**config.mk**
```make
export PLATFORM = sky130hd
export DESIGN_NAME = lzw_variable_width_code_packer_core
export DESIGN_NICKNAME = d
export VERILOG_FILES = /design/src/design/lzwp_pkg.sv /design/src/design/lzw_variable_width_code_packer_core.sv /design/src/design/lzwp_pack.sv
export SDC_FILE = /design/constraint.sdc
export NUM_CORES = 1
export LEC_CHECK = 0
export ABC_AREA = 1
export BUFFER_PORTS_ARGS = -buffer_cell sky130_fd_sc_hd__buf_2
export CAP_MARGIN = 10
export CORE_MARGIN = 4
export CORE_UTILIZATION = 52
export CTS_CLUSTER_DIAMETER = 50
export DETAILED_ROUTE_END_ITERATION = 10
export PLACE_DENSITY = 0.88
export REMOVE_ABC_BUFFERS = 1
export SLEW_MARGIN = 10
export SYNTH_ARGS = -nofsm -noshare
export SYNTH_HDL_FRONTEND = slang
export SYNTH_SLANG_ARGS = --single-unit
```
**constraint.sdc**
```tcl
create_clock -name clock -period 3.5 [get_ports clock]
set_input_delay 0.35 -clock clock [delete_from_list [all_inputs] [get_ports clock]]
set_output_delay 0.35 -clock clock [all_outputs]
set_load 0.05 [all_outputs]
```
**src/design/lzwp_pkg.sv**
```systemverilog
// ----------------------------------------------------------------------------
// lzwp_pkg
// Shared constants and types of the LZW variable-width code packer.
// ----------------------------------------------------------------------------
`default_nettype none

package lzwp_pkg;

   localparam int MAX_WIDTH = 16;

   // Code width limit: MAX_WIDTH held to the range 9..16.
   localparam int WIDTH_LIMIT_INT = (MAX_WIDTH > 16) ? 16 : ((MAX_WIDTH < 9) ? 9 : MAX_WIDTH);
   localparam logic [4:0] WIDTH_LIMIT = 5'(WIDTH_LIMIT_INT);
   localparam logic [4:0] MIN_WIDTH = 5'd9;
   localparam logic [4:0] START_WIDTH_RESET = 5'd9;

   localparam int CODE_BITS = 16;
   localparam int BYTE_BITS = 8;
   localparam int MAX_BYTES = 3;

   localparam int CSR_ADDR_BITS = 3;
   localparam logic CSR_INDEX_START_WIDTH = 1'b0;

   // Everything one code produces: up to three bytes and the next packer state.
   typedef struct packed {
      logic [MAX_BYTES*BYTE_BITS-1:0] bytes;
      logic [1:0] byte_count;
      logic eos;
      logic [6:0] pending_bits;
      logic [2:0] pending_count;
      logic [4:0] width;
   } pack_result_type;

endpackage : lzwp_pkg

`default_nettype wire

```
**src/design/lzw_variable_width_code_packer_core.sv**
```systemverilog
// ----------------------------------------------------------------------------
// lzw_variable_width_code_packer_core
// Packs LZW codes of a growing width into bytes, least significant bit first.
// ----------------------------------------------------------------------------
// Each accepted item packs one code, masked to the current width, above the
// bits left over from earlier codes and yields one to three bytes on the
// result channel, one byte per cycle while the result channel does not stall;
// the last byte of an item carries last_of_item, and the last byte of a
// stream carries stream_last. The bytes of an item pass one at a time through
// the single byte-wide result register: at width 9 most codes fill one byte,
// wider codes fill one or two bytes depending on the pending bit count,
// 16-bit codes always fill two, and an end of stream that adds a partial
// byte to two full ones yields three. The
// packer state (pending bits, their count, the code width) is updated the
// moment an item is accepted, so the next item is taken in the cycle its
// predecessor's final byte moves into the result register. When probe_enable
// is set and probe_value is all ones at the current width, the width grows
// by one after the code, up to the width limit. An end of stream flushes a
// partial byte zero-padded and returns the width to start_width, the only
// configuration register (byte address 0, values below 9 act as 9 and values
// above the limit as the limit). A start_width write takes effect at the next
// stream end.
// ----------------------------------------------------------------------------
`default_nettype none

module lzw_variable_width_code_packer_core (
   input  wire logic                               clock,
   input  wire logic                               reset,
   // Input items
   input  wire logic                               req_valid,
   output logic                                    req_stall,
   input  wire logic [lzwp_pkg::CODE_BITS-1:0]     req_code,
   input  wire logic [lzwp_pkg::CODE_BITS-1:0]     req_probe_value,
   input  wire logic                               req_probe_enable,
   input  wire logic                               req_end_of_stream,
   // Result items
   output logic                                    rsp_valid,
   input  wire logic                               rsp_stall,
   output logic [lzwp_pkg::BYTE_BITS-1:0]          rsp_out_byte,
   output logic                                    rsp_last_of_item,
   output logic                                    rsp_stream_last,
   // Configuration port
   input  wire logic                               csr_psel,
   input  wire logic                               csr_penable,
   input  wire logic                               csr_pwrite,
   input  wire logic [lzwp_pkg::CSR_ADDR_BITS-1:0] csr_paddr,
   input  wire logic [31:0]                        csr_pwdata,
   output logic [31:0]                             csr_prdata,
   output logic                                    csr_pready
);
   import lzwp_pkg::*;

   // Configuration register and its clamped value.
   logic [4:0] start_width_ff, start_width_in;
   logic [4:0] start_eff;

   // Packer state.
   logic [6:0] pending_bits_ff, pending_bits_in;
   logic [2:0] pending_count_ff, pending_count_in;
   logic [4:0] width_ff, width_in;

   // Bytes of the current item still waiting for the result register.
   logic [MAX_BYTES*BYTE_BITS-1:0] burst_bytes_ff, burst_bytes_in;
   logic [1:0]                     burst_count_ff, burst_count_in;
   logic                           burst_eos_ff, burst_eos_in;

   // Result register.
   logic                 rsp_valid_ff, rsp_valid_in;
   logic [BYTE_BITS-1:0] rsp_byte_ff, rsp_byte_in;
   logic                 rsp_last_ff, rsp_last_in;
   logic                 rsp_stream_ff, rsp_stream_in;

   pack_result_type pack;
   logic csr_write;
   logic out_load;
   logic accept;

   always_comb begin
      if (start_width_ff < MIN_WIDTH) begin
         start_eff = MIN_WIDTH;
      end else if (start_width_ff > WIDTH_LIMIT) begin
         start_eff = WIDTH_LIMIT;
      end else begin
         start_eff = start_width_ff;
      end
   end

   lzwp_pack u_pack (
      .code          (req_code),
      .probe_value   (req_probe_value),
      .probe_enable  (req_probe_enable),
      .end_of_stream (req_end_of_stream),
      .pending_bits  (pending_bits_ff),
      .pending_count (pending_count_ff),
      .current_width (width_ff),
      .start_width   (start_eff),
      .result        (pack)
   );

   // The result register takes a byte whenever it is empty or being emptied.
   assign out_load  = (burst_count_ff != 2'd0) && (!rsp_valid_ff || !rsp_stall);
   assign req_stall = !((burst_count_ff == 2'd0) || ((burst_count_ff == 2'd1) && out_load));
   assign accept    = req_valid && !req_stall;
   assign csr_write = csr_psel && csr_penable && csr_pwrite;

   always_comb begin
      start_width_in = start_width_ff;
      if (csr_write && (csr_paddr[2] == CSR_INDEX_START_WIDTH)) begin
         start_width_in = csr_pwdata[4:0];
      end

      pending_bits_in  = pending_bits_ff;
      pending_count_in = pending_count_ff;
      width_in         = width_ff;
      burst_bytes_in   = burst_bytes_ff;
      burst_count_in   = burst_count_ff;
      burst_eos_in     = burst_eos_ff;
      if (accept) begin
         pending_bits_in  = pack.pending_bits;
         pending_count_in = pack.pending_count;
         width_in         = pack.width;
         burst_bytes_in   = pack.bytes;
         burst_count_in   = pack.byte_count;
         burst_eos_in     = pack.eos;
      end else if (out_load) begin
         burst_bytes_in = {8'b0, burst_bytes_ff[MAX_BYTES*BYTE_BITS-1:BYTE_BITS]};
         burst_count_in = burst_count_ff - 2'd1;
      end

      rsp_valid_in  = rsp_valid_ff && rsp_stall;
      rsp_byte_in   = rsp_byte_ff;
      rsp_last_in   = rsp_last_ff;
      rsp_stream_in = rsp_stream_ff;
      if (out_load) begin
         rsp_valid_in  = 1'b1;
         rsp_byte_in   = burst_bytes_ff[BYTE_BITS-1:0];
         rsp_last_in   = (burst_count_ff == 2'd1);
         rsp_stream_in = (burst_count_ff == 2'd1) && burst_eos_ff;
      end
   end

   always_ff @(posedge clock) begin
      if (reset) begin
         start_width_ff   <= START_WIDTH_RESET;
         pending_bits_ff  <= 7'd0;
         pending_count_ff <= 3'd0;
         width_ff         <= START_WIDTH_RESET;
         burst_count_ff   <= 2'd0;
         rsp_valid_ff     <= 1'b0;
      end else begin
         start_width_ff   <= start_width_in;
         pending_bits_ff  <= pending_bits_in;
         pending_count_ff <= pending_count_in;
         width_ff         <= width_in;
         burst_count_ff   <= burst_count_in;
         rsp_valid_ff     <= rsp_valid_in;
      end
   end

   always_ff @(posedge clock) begin
      burst_bytes_ff <= burst_bytes_in;
      burst_eos_ff   <= burst_eos_in;
      rsp_byte_ff    <= rsp_byte_in;
      rsp_last_ff    <= rsp_last_in;
      rsp_stream_ff  <= rsp_stream_in;
   end

   assign rsp_valid        = rsp_valid_ff;
   assign rsp_out_byte     = rsp_byte_ff;
   assign rsp_last_of_item = rsp_last_ff;
   assign rsp_stream_last  = rsp_stream_ff;

   assign csr_pready = 1'b1;
   assign csr_prdata = (csr_paddr[2] == CSR_INDEX_START_WIDTH) ? {27'b0, start_width_ff} : 32'b0;

endmodule : lzw_variable_width_code_packer_core

`default_nettype wire

```
**src/design/lzwp_pack.sv**
```systemverilog
// ----------------------------------------------------------------------------
// lzwp_pack
// Combinational packing of one code above the pending bits, with the width
// growth check and the end-of-stream flush.
// ----------------------------------------------------------------------------
`default_nettype none

module lzwp_pack (
   input  wire logic [lzwp_pkg::CODE_BITS-1:0] code,
   input  wire logic [lzwp_pkg::CODE_BITS-1:0] probe_value,
   input  wire logic                           probe_enable,
   input  wire logic                           end_of_stream,
   input  wire logic [6:0]                     pending_bits,
   input  wire logic [2:0]                     pending_count,
   input  wire logic [4:0]                     current_width,
   input  wire logic [4:0]                     start_width,
   output lzwp_pkg::pack_result_type           result
);
   import lzwp_pkg::*;

   logic [CODE_BITS-1:0] mask;
   logic [CODE_BITS-1:0] code_masked;
   logic [23:0]          acc;
   logic [4:0]           total;
   logic [1:0]           full_bytes;
   logic [6:0]           rest_bits;
   logic                 flush;

   always_comb begin
      mask        = 16'hFFFF >> (5'd16 - current_width);
      code_masked = code & mask;
      acc         = ({8'b0, code_masked} << pending_count) | {17'b0, pending_bits};
      total       = {2'b0, pending_count} + current_width;
      // Each code has at least nine bits, so one or two bytes always fill.
      full_bytes  = total[4:3];
      case (full_bytes)
         2'd1: begin
            rest_bits = acc[14:8];
         end
         default: begin
            rest_bits = acc[22:16];
         end
      endcase
      flush = end_of_stream && (total[2:0] != 3'd0);

      // Bits above the packed total are zero, so the byte after the last full
      // one is already the zero-padded flush byte.
      result.bytes      = acc;
      result.byte_count = full_bytes + {1'b0, flush};
      result.eos        = end_of_stream;

      if (end_of_stream) begin
         result.pending_bits  = 7'd0;
         result.pending_count = 3'd0;
         result.width         = start_width;
      end else begin
         result.pending_bits  = rest_bits;
         result.pending_count = total[2:0];
         if (probe_enable && (probe_value == mask) && (current_width < WIDTH_LIMIT)) begin
            result.width = current_width + 5'd1;
         end else begin
            result.width = current_width;
         end
      end
   end

endmodule : lzwp_pack

`default_nettype wire

```
==> flow_summary.toml, run 1 <==
[die]
die_w_um = 95.64
start_util_pct = 54.19
core_um2 = 7370
dieHeight_um = 95.64
io_pins = 121
fp.dieArea_um2 = 9147
rows = 31

[clock_network]
cts_tree = "done"
cts.clk_slew.worst_paths_ps = 60
clock_sinks = 57
cts-hold-fix-buffers = 0
cts_buffers = 9
clk-insertion-delay-late_ps = 330
clockBufferDepth = 2
cts_root_buffer = "clkbuf_8"
htree_levels = 3

[timing]
whs_ps = 242.5
report.final.slew_viol_count = 0
fin_crit_sh_pct = 87.65
fin_crit_ps = 3068
tightest_slew_ps = 872.7
fin_skew_ps = 5.216
slew_headroom_pct = 41.76
setup_viol = 0
finalHoldViolations = 0
rsz0062_at_grt = "no"
max_freq_mhz = 326.0
setup-tns-final_ps = 0

[synthesis]
synthMostInstantiatedCell = "nand2_1"
yosysSeqAreaShare_pct = 37.09
synth_top_area_cell = "edfxtp_1"
synth_edf_count = 34
yosysTopAreaCellShare_pct = 25.56
async_flop_share_pct = 0
avgSynthCellArea_um2 = 7.132
ys_ff_latch = 57
synth_flop_cell = "edfxtp_1"
synth.yosys.warnings = 0
yosys-top-cells-count = "nand2_1, nand3_1, nor2_1, inv_1, edfxtp_1"
synth_area_um2 = 3994
synthTopCellsByArea = "edfxtp_1, nand2_1, dfxtp_1"
synthesis.instances = 560
ys_types = 39

[layout]
multi_input_area_um2 = 2101
area_growth_pct = 13.00
fillers = 695
drive_gt1_share_pct = 16.93
final-seq-area_um2 = 1481
nets = 709
diodes = 0

[critical_path]
arrival_ps = 3340
crit_type = "reg2reg"
slowest_delay_ps = 460
crit_path_cell_trace = "inv_1 -> ha_1 -> inv_1 -> nor3_1 -> ha_1 -> inv_1 -> nand3_4 -> nor2_4 -> nand2_1 -> nor2_1 -> nand2_1 -> a21oi_2 -> nand2_1 -> nand3_1 -> nand3_1 -> a21oi_1"
r2r_cells = 16
critical_path_depth = 16
end_kind = "register"
start_kind = "register"
cp_num_buf_inv = 3
path_max_fanout = 7
crit_required_ps = 3770
crit_family = "simple AND/OR/NAND/NOR gates"
crit_path_top_delay_cell = "dfxtp_1"

[status]
status = "finished clean"

[power_and_ir_drop]
p_leak_nw = 2.158
power.internal_mw = 1.910
p_per_area_nw_per_um2 = 770.3
pwr-share-seq_pct = 33.0
comb_power_share_pct = 48.2
p_clk_share_pct = 18.8
irDropWorstVdd_v = 0.0003787
p_switching_mw = 1.567
swShare_pct = 45.07

[min_path]
worstHoldPathCells = 3
hold_class = "in2reg"

[global_routing]
grt_pass1_wl_mm = 16.66
grt_start_max_net_pins = 33
antenna_found_initial = 0
grt-ovfl-total = 0
grt_pass1_vias = 3701
grt_use_total_pct = 23.45

[route]
viasPerCell = 5.363
dr_total_vias = 3888
ant_nets = 0
drc = 0
drtPass1Iterations = 6
routedWlPerCell_um = 13.91
routed_wl_mm = 10.08
drtIter0Drc = 272

[placed_design]
gp_congestion = 0.9373
port_buffers = 63
hpwl_mm = 7.590

[job]
maxCapViolations = 0
[registers in the layout (all words and copies together), names as in the netlist]
| signal | flops |
|---|---|
| burst_bytes_ff | 23 |
| burst_count_ff | 2 |
| burst_eos_ff | 1 |
| pending_bits_ff | 7 |
| pending_count_ff | 3 |
| rsp_last_of_item | 1 |
| rsp_out_byte | 8 |
| rsp_stream_last | 1 |
| rsp_valid | 1 |
| start_width_ff | 5 |
| width_ff | 5 |
[worst min-delay path, cell delays in order]
cell      delay (ps)
buf_2             80
nand2_1           50
o211ai_1          60
[stage by stage]
step | utilization, % | power, mW | instances | worst slack, ps | cell area [um2]
2_1_floorplan | - | 2.388 | 538 | 442.5 | 3789
3_5_place_dp | 58.29 | 2.815 | 709 | 476.7 | 4295
4_1_cts | 61.14 | 3.477 | 725 | 408.6 | 4506
5_1_grt | 61.24 | 3.735 | 725 | 140.7 | 4513
6_report | 61.24 | 3.476 | 725 | 432.2 | 4513
3_3_place_gp | 58.29 | 2.764 | 709 | 530.4 | 4295
[routing by layer]
metal,global-route usage (%),wire [um],vias to the layer above
met5,0,0,-
met4,9.953,291,0
met3,4.736,871,23
met2,39.78,4899,187
met1,28.79,4021,1752
li1,-,-,1926
[path summary, 6_finish.rpt]
check,start,to,slack [ps]
max,width_ff[0]$_SDFFE_PP1P_,pending_bits_ff[1]$_SDFFE_PP0P_,430
min,csr_pwdata[3],start_width_ff[3]$_SDFFE_PP1P_,240
max reg2reg,width_ff[0]$_SDFFE_PP1P_,pending_bits_ff[1]$_SDFFE_PP0P_,430
min reg2reg,burst_bytes_ff[3]$_DFFE_PP_,rsp_out_byte[3]$_DFFE_PP_,420
[layout make-up]
type                       count  share of cell area (%)
tap                           99                   2.745
timing repair buffer          72                   8.483
clock inverter                 6                   1.830
inverter                      57                   4.741
sequential                    57                   32.83
multi-input combinational    424                   46.55
clock buffer                  10                   2.828
[kinds of logic after synthesis]
kind of cell / Yosys count / synth area share (%)
AO/OA/AOI/OAI: 71 / 10.12
other: 2 / 0.1880
XOR/XNOR: 8 / 1.754
flip-flops: 57 / 37.09
buffers and inverters: 105 / 12.94
adder cells (fa/ha/maj): 12 / 3.947
AND/OR/NAND/NOR: 305 / 33.96
[power groups by stage]
| stage | clock [mW] | combinational (mW) | sequential (mW) |
|---|---|---|---|
| global route | 0.693 | 1.87 | 1.17 |
| floorplan | 0 | 0.995 | 1.39 |
| finish | 0.654 | 1.68 | 1.15 |
| detailed placement | 0 | 1.65 | 1.16 |
| global placement | 0 | 1.62 | 1.15 |
| CTS | 0.663 | 1.66 | 1.15 |
[what timing repair did]
item / in CTS / in global routing
resized for setup: 0 / 1
endpoints found under the setup margin: 0 / 1
setup buffers: 0 / 0
[placed cells by master (no fill, tap or decap), types with 2 or more instances in the layout]
cell type / synthesis / routed
nand2_1: 128 / 128
nand3b_1: 6 / 6
nor2_1: 58 / 58
clkinv_1: 2 / 3
a31oi_1: 8 / 8
edfxtp_1: 34 / 34
xor2_1: 6 / 6
o211ai_1: 7 / 7
clkbuf_8: 0 / 9
inv_2: 5 / 5
conb_1: 2 / 28
nand2_2: 6 / 6
clkinv_2: 0 / 2
xnor2_1: 2 / 2
nand3_4: 1 / 2
a21oi_1: 32 / 32
o32ai_1: 2 / 2
nor3_1: 4 / 4
ha_1: 11 / 11
nor2_2: 4 / 4
nand3_1: 92 / 92
o21ai_0: 17 / 17
buf_4: 28 / 9
inv_1: 50 / 50
buf_2: 2 / 63
dfxtp_1: 23 / 23
bufinv_16: 0 / 2
(Power assumes the default switching activity.)
==> run 2, diff against run 1 <==
Settings changed: CORE_UTILIZATION 52 to 54, PLACE_DENSITY 0.88 to 0.89, SYNTH_HIERARCHICAL from default to 1.
==> run 2 against run 1 <==
Against the previous run:
- routed wire length up 3.2%
- combinational power increased by 46%
- global-route usage down 1.5 points
- sequential cell count rose by 1
- total power rose by 29%
- critical path type unchanged
- critical endpoint is now pending_bits_ff[5]$_SDFFE_PP0P_
==> flow_summary.toml, run 2 <==
[die]
io_pins = 121
core_um2 = 7807
fp.dieArea_um2 = 9634
rows = 32
dieHeight_um = 98.16
start_util_pct = 56.22
die_w_um = 98.16

[clock_network]
cts_setup_buffers = 0
cts_root_buffer = "clkbuf_8"
clock_sinks = 58
cts_tree = "done"
cts_buffers = 9
clockBufferDepth = 2
clk-insertion-delay-late_ps = 340
cts.clk_slew.worst_paths_ps = 80
cts-hold-fix-buffers = 0
htree_levels = 3

[layout]
final-seq-area_um2 = 1514
final_common_cell = "nand2_1"
drive_gt1_share_pct = 15.87
diodes = 0
mostFrequentLayoutCells = "nand2_1, nand3_1, nor2_1, inv_1, buf_2"
fillers = 743
area_growth_pct = 9.521
largest_reg_flops = 24
nets = 776
multi_input_area_um2 = 2313
regMostFlops = "burst_bytes_ff"

[route]
routed_wl_mm = 10.41
drc = 0
drtIter0Drc = 214
dr_total_vias = 4165
ant_nets = 0
drtPass1Iterations = 5
viasPerCell = 5.239
routedWlPerCell_um = 13.09

[timing]
whs_ps = 207.9
finalHoldViolations = 0
tightest_slew_ps = 1020
setup_viol = 0
max_freq_mhz = 318.7
fin_crit_sh_pct = 89.65
setup-tns-final_ps = 0
slew_headroom_pct = 31.84
fin_ws_ps = 362.2
fin_skew_ps = 11.78
rsz0062_at_grt = "no"
fin_crit_ps = 3138
report.final.slew_viol_count = 0

[synthesis]
synth_edf_count = 35
synth_top_area_cell = "edfxtp_1"
ys_types = 42
async_flop_share_pct = 0
synthMostInstantiatedCell = "nand2_1"
synth_flop_cell = "edfxtp_1"
avgSynthCellArea_um2 = 6.837
yosysSeqAreaShare_pct = 34.44
ys_ff_latch = 58
yosys-top-cells-count = "nand2_1, nand3_1, nor2_1, inv_1, o21ai_0"
synth.yosys.warnings = 6
synthesis.instances = 642
synth_area_um2 = 4389
synthTopCellsByArea = "edfxtp_1, nand2_1, dfxtp_1"
yosysTopAreaCellShare_pct = 23.95

[status]
status = "finished clean"

[critical_path]
start_kind = "register"
crit_required_ps = 3760
crit_path_top_delay_cell = "dfxtp_2"
regToRegSetupSlack_ps = 360
arrival_ps = 3400
r2r-start = "width_ff[1]$_SDFFE_PP0P_"
end_kind = "register"
path_max_fanout = 14
crit_type = "reg2reg"
crit_end = "pending_bits_ff[5]$_SDFFE_PP0P_"
r2r-end = "pending_bits_ff[5]$_SDFFE_PP0P_"
r2r_cells = 18
crit_path_cell_trace = "inv_1 -> ha_1 -> nand2_1 -> nor2_1 -> ha_1 -> inv_4 -> nand2_1 -> nor2_2 -> nand2_1 -> nor2_1 -> o21ai_0 -> nor2_1 -> nand2_1 -> a21oi_1 -> o21ai_0 -> inv_1 -> o21ai_0 -> nor2_1"
startpoint = "width_ff[1]$_SDFFE_PP0P_"
slowest_delay_ps = 420

[power_and_ir_drop]
swShare_pct = 49.02
p_clk_share_pct = 16.7
pwr-share-seq_pct = 28.8
p_switching_mw = 2.204
p_leak_nw = 2.469
comb_power_share_pct = 54.5
power.internal_mw = 2.292
irDropWorstVdd_v = 0.0003877
p_per_area_nw_per_um2 = 935.2

[min_path]
hold_class = "in2reg"

[placed_design]
pre_cts_ws_ps = 216.2
hpwl_mm = 7.961
gp_congestion = 0.9409
port_buffers = 63

[global_routing]
grt-ovfl-total = 0
grt_pass1_vias = 3979
grt_start_max_net_pins = 46
antenna_found_initial = 0
grt_pass1_wl_mm = 17.58
grt_use_total_pct = 21.96

[job]
maxCapViolations = 0
## run 2: area by class of cell
class / count / area share, %
inverters: 75 / 6.012
repair buffers: 64 / 6.715
flip-flops and latches: 58 / 31.49
well taps: 102 / 2.655
clock buffers: 9 / 2.577
clock inverters: 7 / 2.421
multi-input cells: 480 / 48.13
## run 2: metrics by stage
step                total power [mW]  utilization [%]  cells  cell area, um2
floorplan                      3.151                -    613            4111
global placement               3.638            58.43    779            4562
detailed placement             3.734            58.43    779            4562
CTS                            4.497            61.51    795            4802
global route                   4.870            61.57    795            4807
finish                         4.496            61.57    795            4807
## run 2: how the worst min path moves through the flow
stage,depth (start not counted),to,start,slack [ps]
floorplan,0,rsp_out_byte[0]$_DFFE_PP_,burst_bytes_ff[0]$_DFFE_PP_,400
global route,2,rsp_valid$_SDFF_PP0_,reset,200
CTS,2,rsp_valid$_SDFF_PP0_,reset,190
finish,2,rsp_valid$_SDFF_PP0_,reset,210
global placement,0,rsp_out_byte[6]$_DFFE_PP_,burst_bytes_ff[6]$_DFFE_PP_,400
detailed placement,0,rsp_out_byte[6]$_DFFE_PP_,burst_bytes_ff[6]$_DFFE_PP_,410
## run 2: cell families (layout without fill, tap and decap cells)
logic type | Yosys count | after routing | share of synthesized area, %
buffers and inverters | 130 | 155 | 15.08
AOI/OAI and AO/OA | 72 | 72 | 9.379
and+or+nand+nor | 362 | 362 | 36.26
other | 3 | 29 | 0.2565
adders and majority gates | 12 | 12 | 3.592
xor gates and xnor gates | 5 | 5 | 0.9977
DFF | 58 | 58 | 34.44
## run 2: metal layers
layer	vias to the layer above	wire [um]	GRT usage [%]	part of all wire, %
met5	-	0	0	0
met4	0	171	5.882	1.6
met3	19	614	4.357	5.9
met2	139	5375	40.00	52
met1	1925	4247	26.35	41
li1	2082	-	-	-
## run 2: power groups by stage
stage | registers (mW) | clock network (mW) | logic (mW)
after global placement | 1.29 | 0 | 2.35
after detailed placement | 1.31 | 0 | 2.42
final | 1.29 | 0.751 | 2.45
after CTS | 1.30 | 0.764 | 2.44
after global routing | 1.33 | 0.798 | 2.75
after floorplan | 1.51 | 0 | 1.64
## run 2: worst max-delay path: cells and delay by family, from the launching register on
kind	cells	cell delay, ps
DFF	1	420
buffers and inverters	3	390
adders and majority gates	2	620
AOI/OAI and AO/OA	4	460
and+or+nand+nor	9	1180
## run 2: timing repair
action                                  in CTS  in global routing
endpoints found under the setup margin       0                 11
endpoints found under the hold margin        0                  0
gates resized for setup                      0                  4
==> run 3, diff against run 2 <==
Settings changed: RECOVER_POWER from default to 100.
Clock period 3.5 ns to 3.6 ns, I/O delays scaled along.
==> run 3 against run 2 <==
Against the previous run:
- hold slack better by 43 ps
- cell area is 2.1% lower
- clock skew is 2.2 ps lower
- first-iteration DRC count is 24% higher
- sequential share of layout area is 0.66 points higher
- routed wire length is 1.5% lower
- non-clock buffer count stayed put
- die area stayed put
- utilization is 1.3 points lower
- register-to-register slack hardly changed
- fmax is 3.5% lower
- critical endpoint is now pending_bits_ff[2]$_SDFFE_PP0P_
==> flow_summary.toml, run 3 (synthesis results as in run 2) <==
[clock_network]
cts_root_buffer = "clkbuf_8"
clock_sinks = 58
post_cts_resize_count = 0
cts-hold-fix-buffers = 0
cts.clk_slew.worst_paths_ps = 60
cts_tree = "done"
cts_buffers = 9
clk-insertion-delay-late_ps = 340
htree_levels = 3
cts_setup_buffers = 0
clockBufferDepth = 2

[critical_path]
crit_path_top_delay_cell = "dfxtp_1"
start_kind = "register"
slowest_delay_ps = 450
cp_common_cell = "nor2_1"
r2r-start = "width_ff[0]$_SDFFE_PP1P_"
arrival_ps = 3530
path_max_fanout = 18
crit_type = "reg2reg"
crit_required_ps = 3870
end_kind = "register"
crit_path_cell_trace = "inv_2 -> ha_1 -> nand2_1 -> nor2_1 -> ha_1 -> inv_4 -> nand3_2 -> nand2_1 -> nand2_1 -> o21ai_0 -> o21ai_1 -> o21ai_0 -> nor2_1 -> nor2_1 -> o21ai_0 -> nor2_1"
startpoint = "width_ff[0]$_SDFFE_PP1P_"

[timing]
whs_ps = 251.1
report.final.slew_viol_count = 0
fin_crit_ps = 3252
setup-tns-final_ps = 0
fin_skew_ps = 9.598
max_freq_mhz = 307.5
finalHoldViolations = 0
tightest_slew_ps = 1121
setup_viol = 0
fin_ws_ps = 348.0
slew_headroom_pct = 24.83
rsz0062_at_grt = "no"
fin_crit_sh_pct = 90.33

[layout]
regMostFlops = "burst_bytes_ff"
mostFrequentLayoutCells = "nand2_1, nand3_1, nor2_1, inv_1, buf_2"
largest_reg_flops = 24
area_growth_pct = 7.184
multi_input_area_um2 = 2295
final-seq-area_um2 = 1513
nets = 776
final_common_cell = "nand2_1"
diodes = 0
fillers = 753
drive_gt1_share_pct = 12.55
layout.cells.non_filler = 795

[min_path]
hold_class = "in2reg"
min-delay-start = "csr_pwdata[3]"

[global_routing]
grt_start_max_net_pins = 46
grt_pass1_wl_mm = 17.62
grt-ovfl-total = 0
grt_pass1_vias = 4037
antenna_found_initial = 0
grt_use_total_pct = 22.21

[status]
status = "finished clean"

[placed_design]
pre_cts_ws_ps = 248.1
hpwl_mm = 7.786
placedCellCount = 779
port_buffers = 63
gp_congestion = 0.9331

[route]
dr_wl_met3_um = 606
routedWlPerCell_um = 12.90
routed_wl_mm = 10.25
drc = 0
dr_total_vias = 4115
drtPass1Iterations = 5
top_layer = "met4"
viasPerCell = 5.176
ant_nets = 0
drtIter0Drc = 266
dr_wl_met2_mm = 5.246
met1_length_mm = 4.194

[die]
fp.dieArea_um2 = 9634
io_pins = 121
core_um2 = 7807
rows = 32
die_w_um = 98.16
start_util_pct = 56.22
dieHeight_um = 98.16

[power_and_ir_drop]
irDropWorstVdd_v = 0.0004923
p_leak_nw = 2.374
p_per_area_nw_per_um2 = 881.6

[job]
maxCapViolations = 0
-- run 3: cell types whose count changed in the layout (fill, tap and decap cells not counted), sizes merged --
cell    previous run  this run
clkinv             4         7
inv               74        72
buf               64        45
clkbuf             9        29
bufinv             3         1
-- run 3: final timing paths --
check | end | slack, ps | depth (start not counted)
max reg2reg | pending_bits_ff[2]$_SDFFE_PP0P_ | 350 | 16
max | pending_bits_ff[2]$_SDFFE_PP0P_ | 350 | 16
min | start_width_ff[3]$_SDFFE_PP1P_ | 250 | 3
min reg2reg | rsp_out_byte[6]$_DFFE_PP_ | 420 | 0
-- run 3: cell type report --
| class | count | area share [%] |
|---|---|---|
| clock inverters | 6 | 1.223 |
| clock buffers | 10 | 2.713 |
| inverters | 75 | 6.064 |
| multi-input cells | 480 | 48.78 |
| flip-flops and latches | 58 | 32.15 |
| repair buffers | 64 | 6.356 |
| well taps | 102 | 2.713 |
-- run 3: critical path, delay by kind of cell (launching register included) --
| family | cells | cell delay, ps |
|---|---|---|
| simple gates | 8 | 1040 |
| compound gates | 4 | 740 |
| fa+ha+maj | 2 | 630 |
| flops | 1 | 450 |
| buf+inv | 2 | 310 |
-- run 3: metrics by stage --
| step | power, mW | area, um2 | utilization [%] |
|---|---|---|---|
| finish | 4.148 | 4705 | 60.26 |
| global route | 4.534 | 4705 | 60.26 |
| CTS | 4.199 | 4747 | 60.80 |
| detailed placement | 3.616 | 4562 | 58.43 |
| global placement | 3.537 | 4562 | 58.43 |
| floorplan | 3.063 | 4111 | - |
-- run 3: report_power, final --
group | total (mW) | switching, mW | internal [mW]
combinational | 2.33 | 1.70 | 0.625
sequential | 1.25 | 0.145 | 1.11
clock | 0.568 | 0.253 | 0.314
total | 4.15 | 2.10 | 2.05
-- run 3: metal layers --
metal / track usage (%) / vias to the layer above
met2: 39.58 / 149
li1: - / 2086
met5: 0 / -
met1: 26.01 / 1859
met3: 4.714 / 21
met4: 8.718 / 0
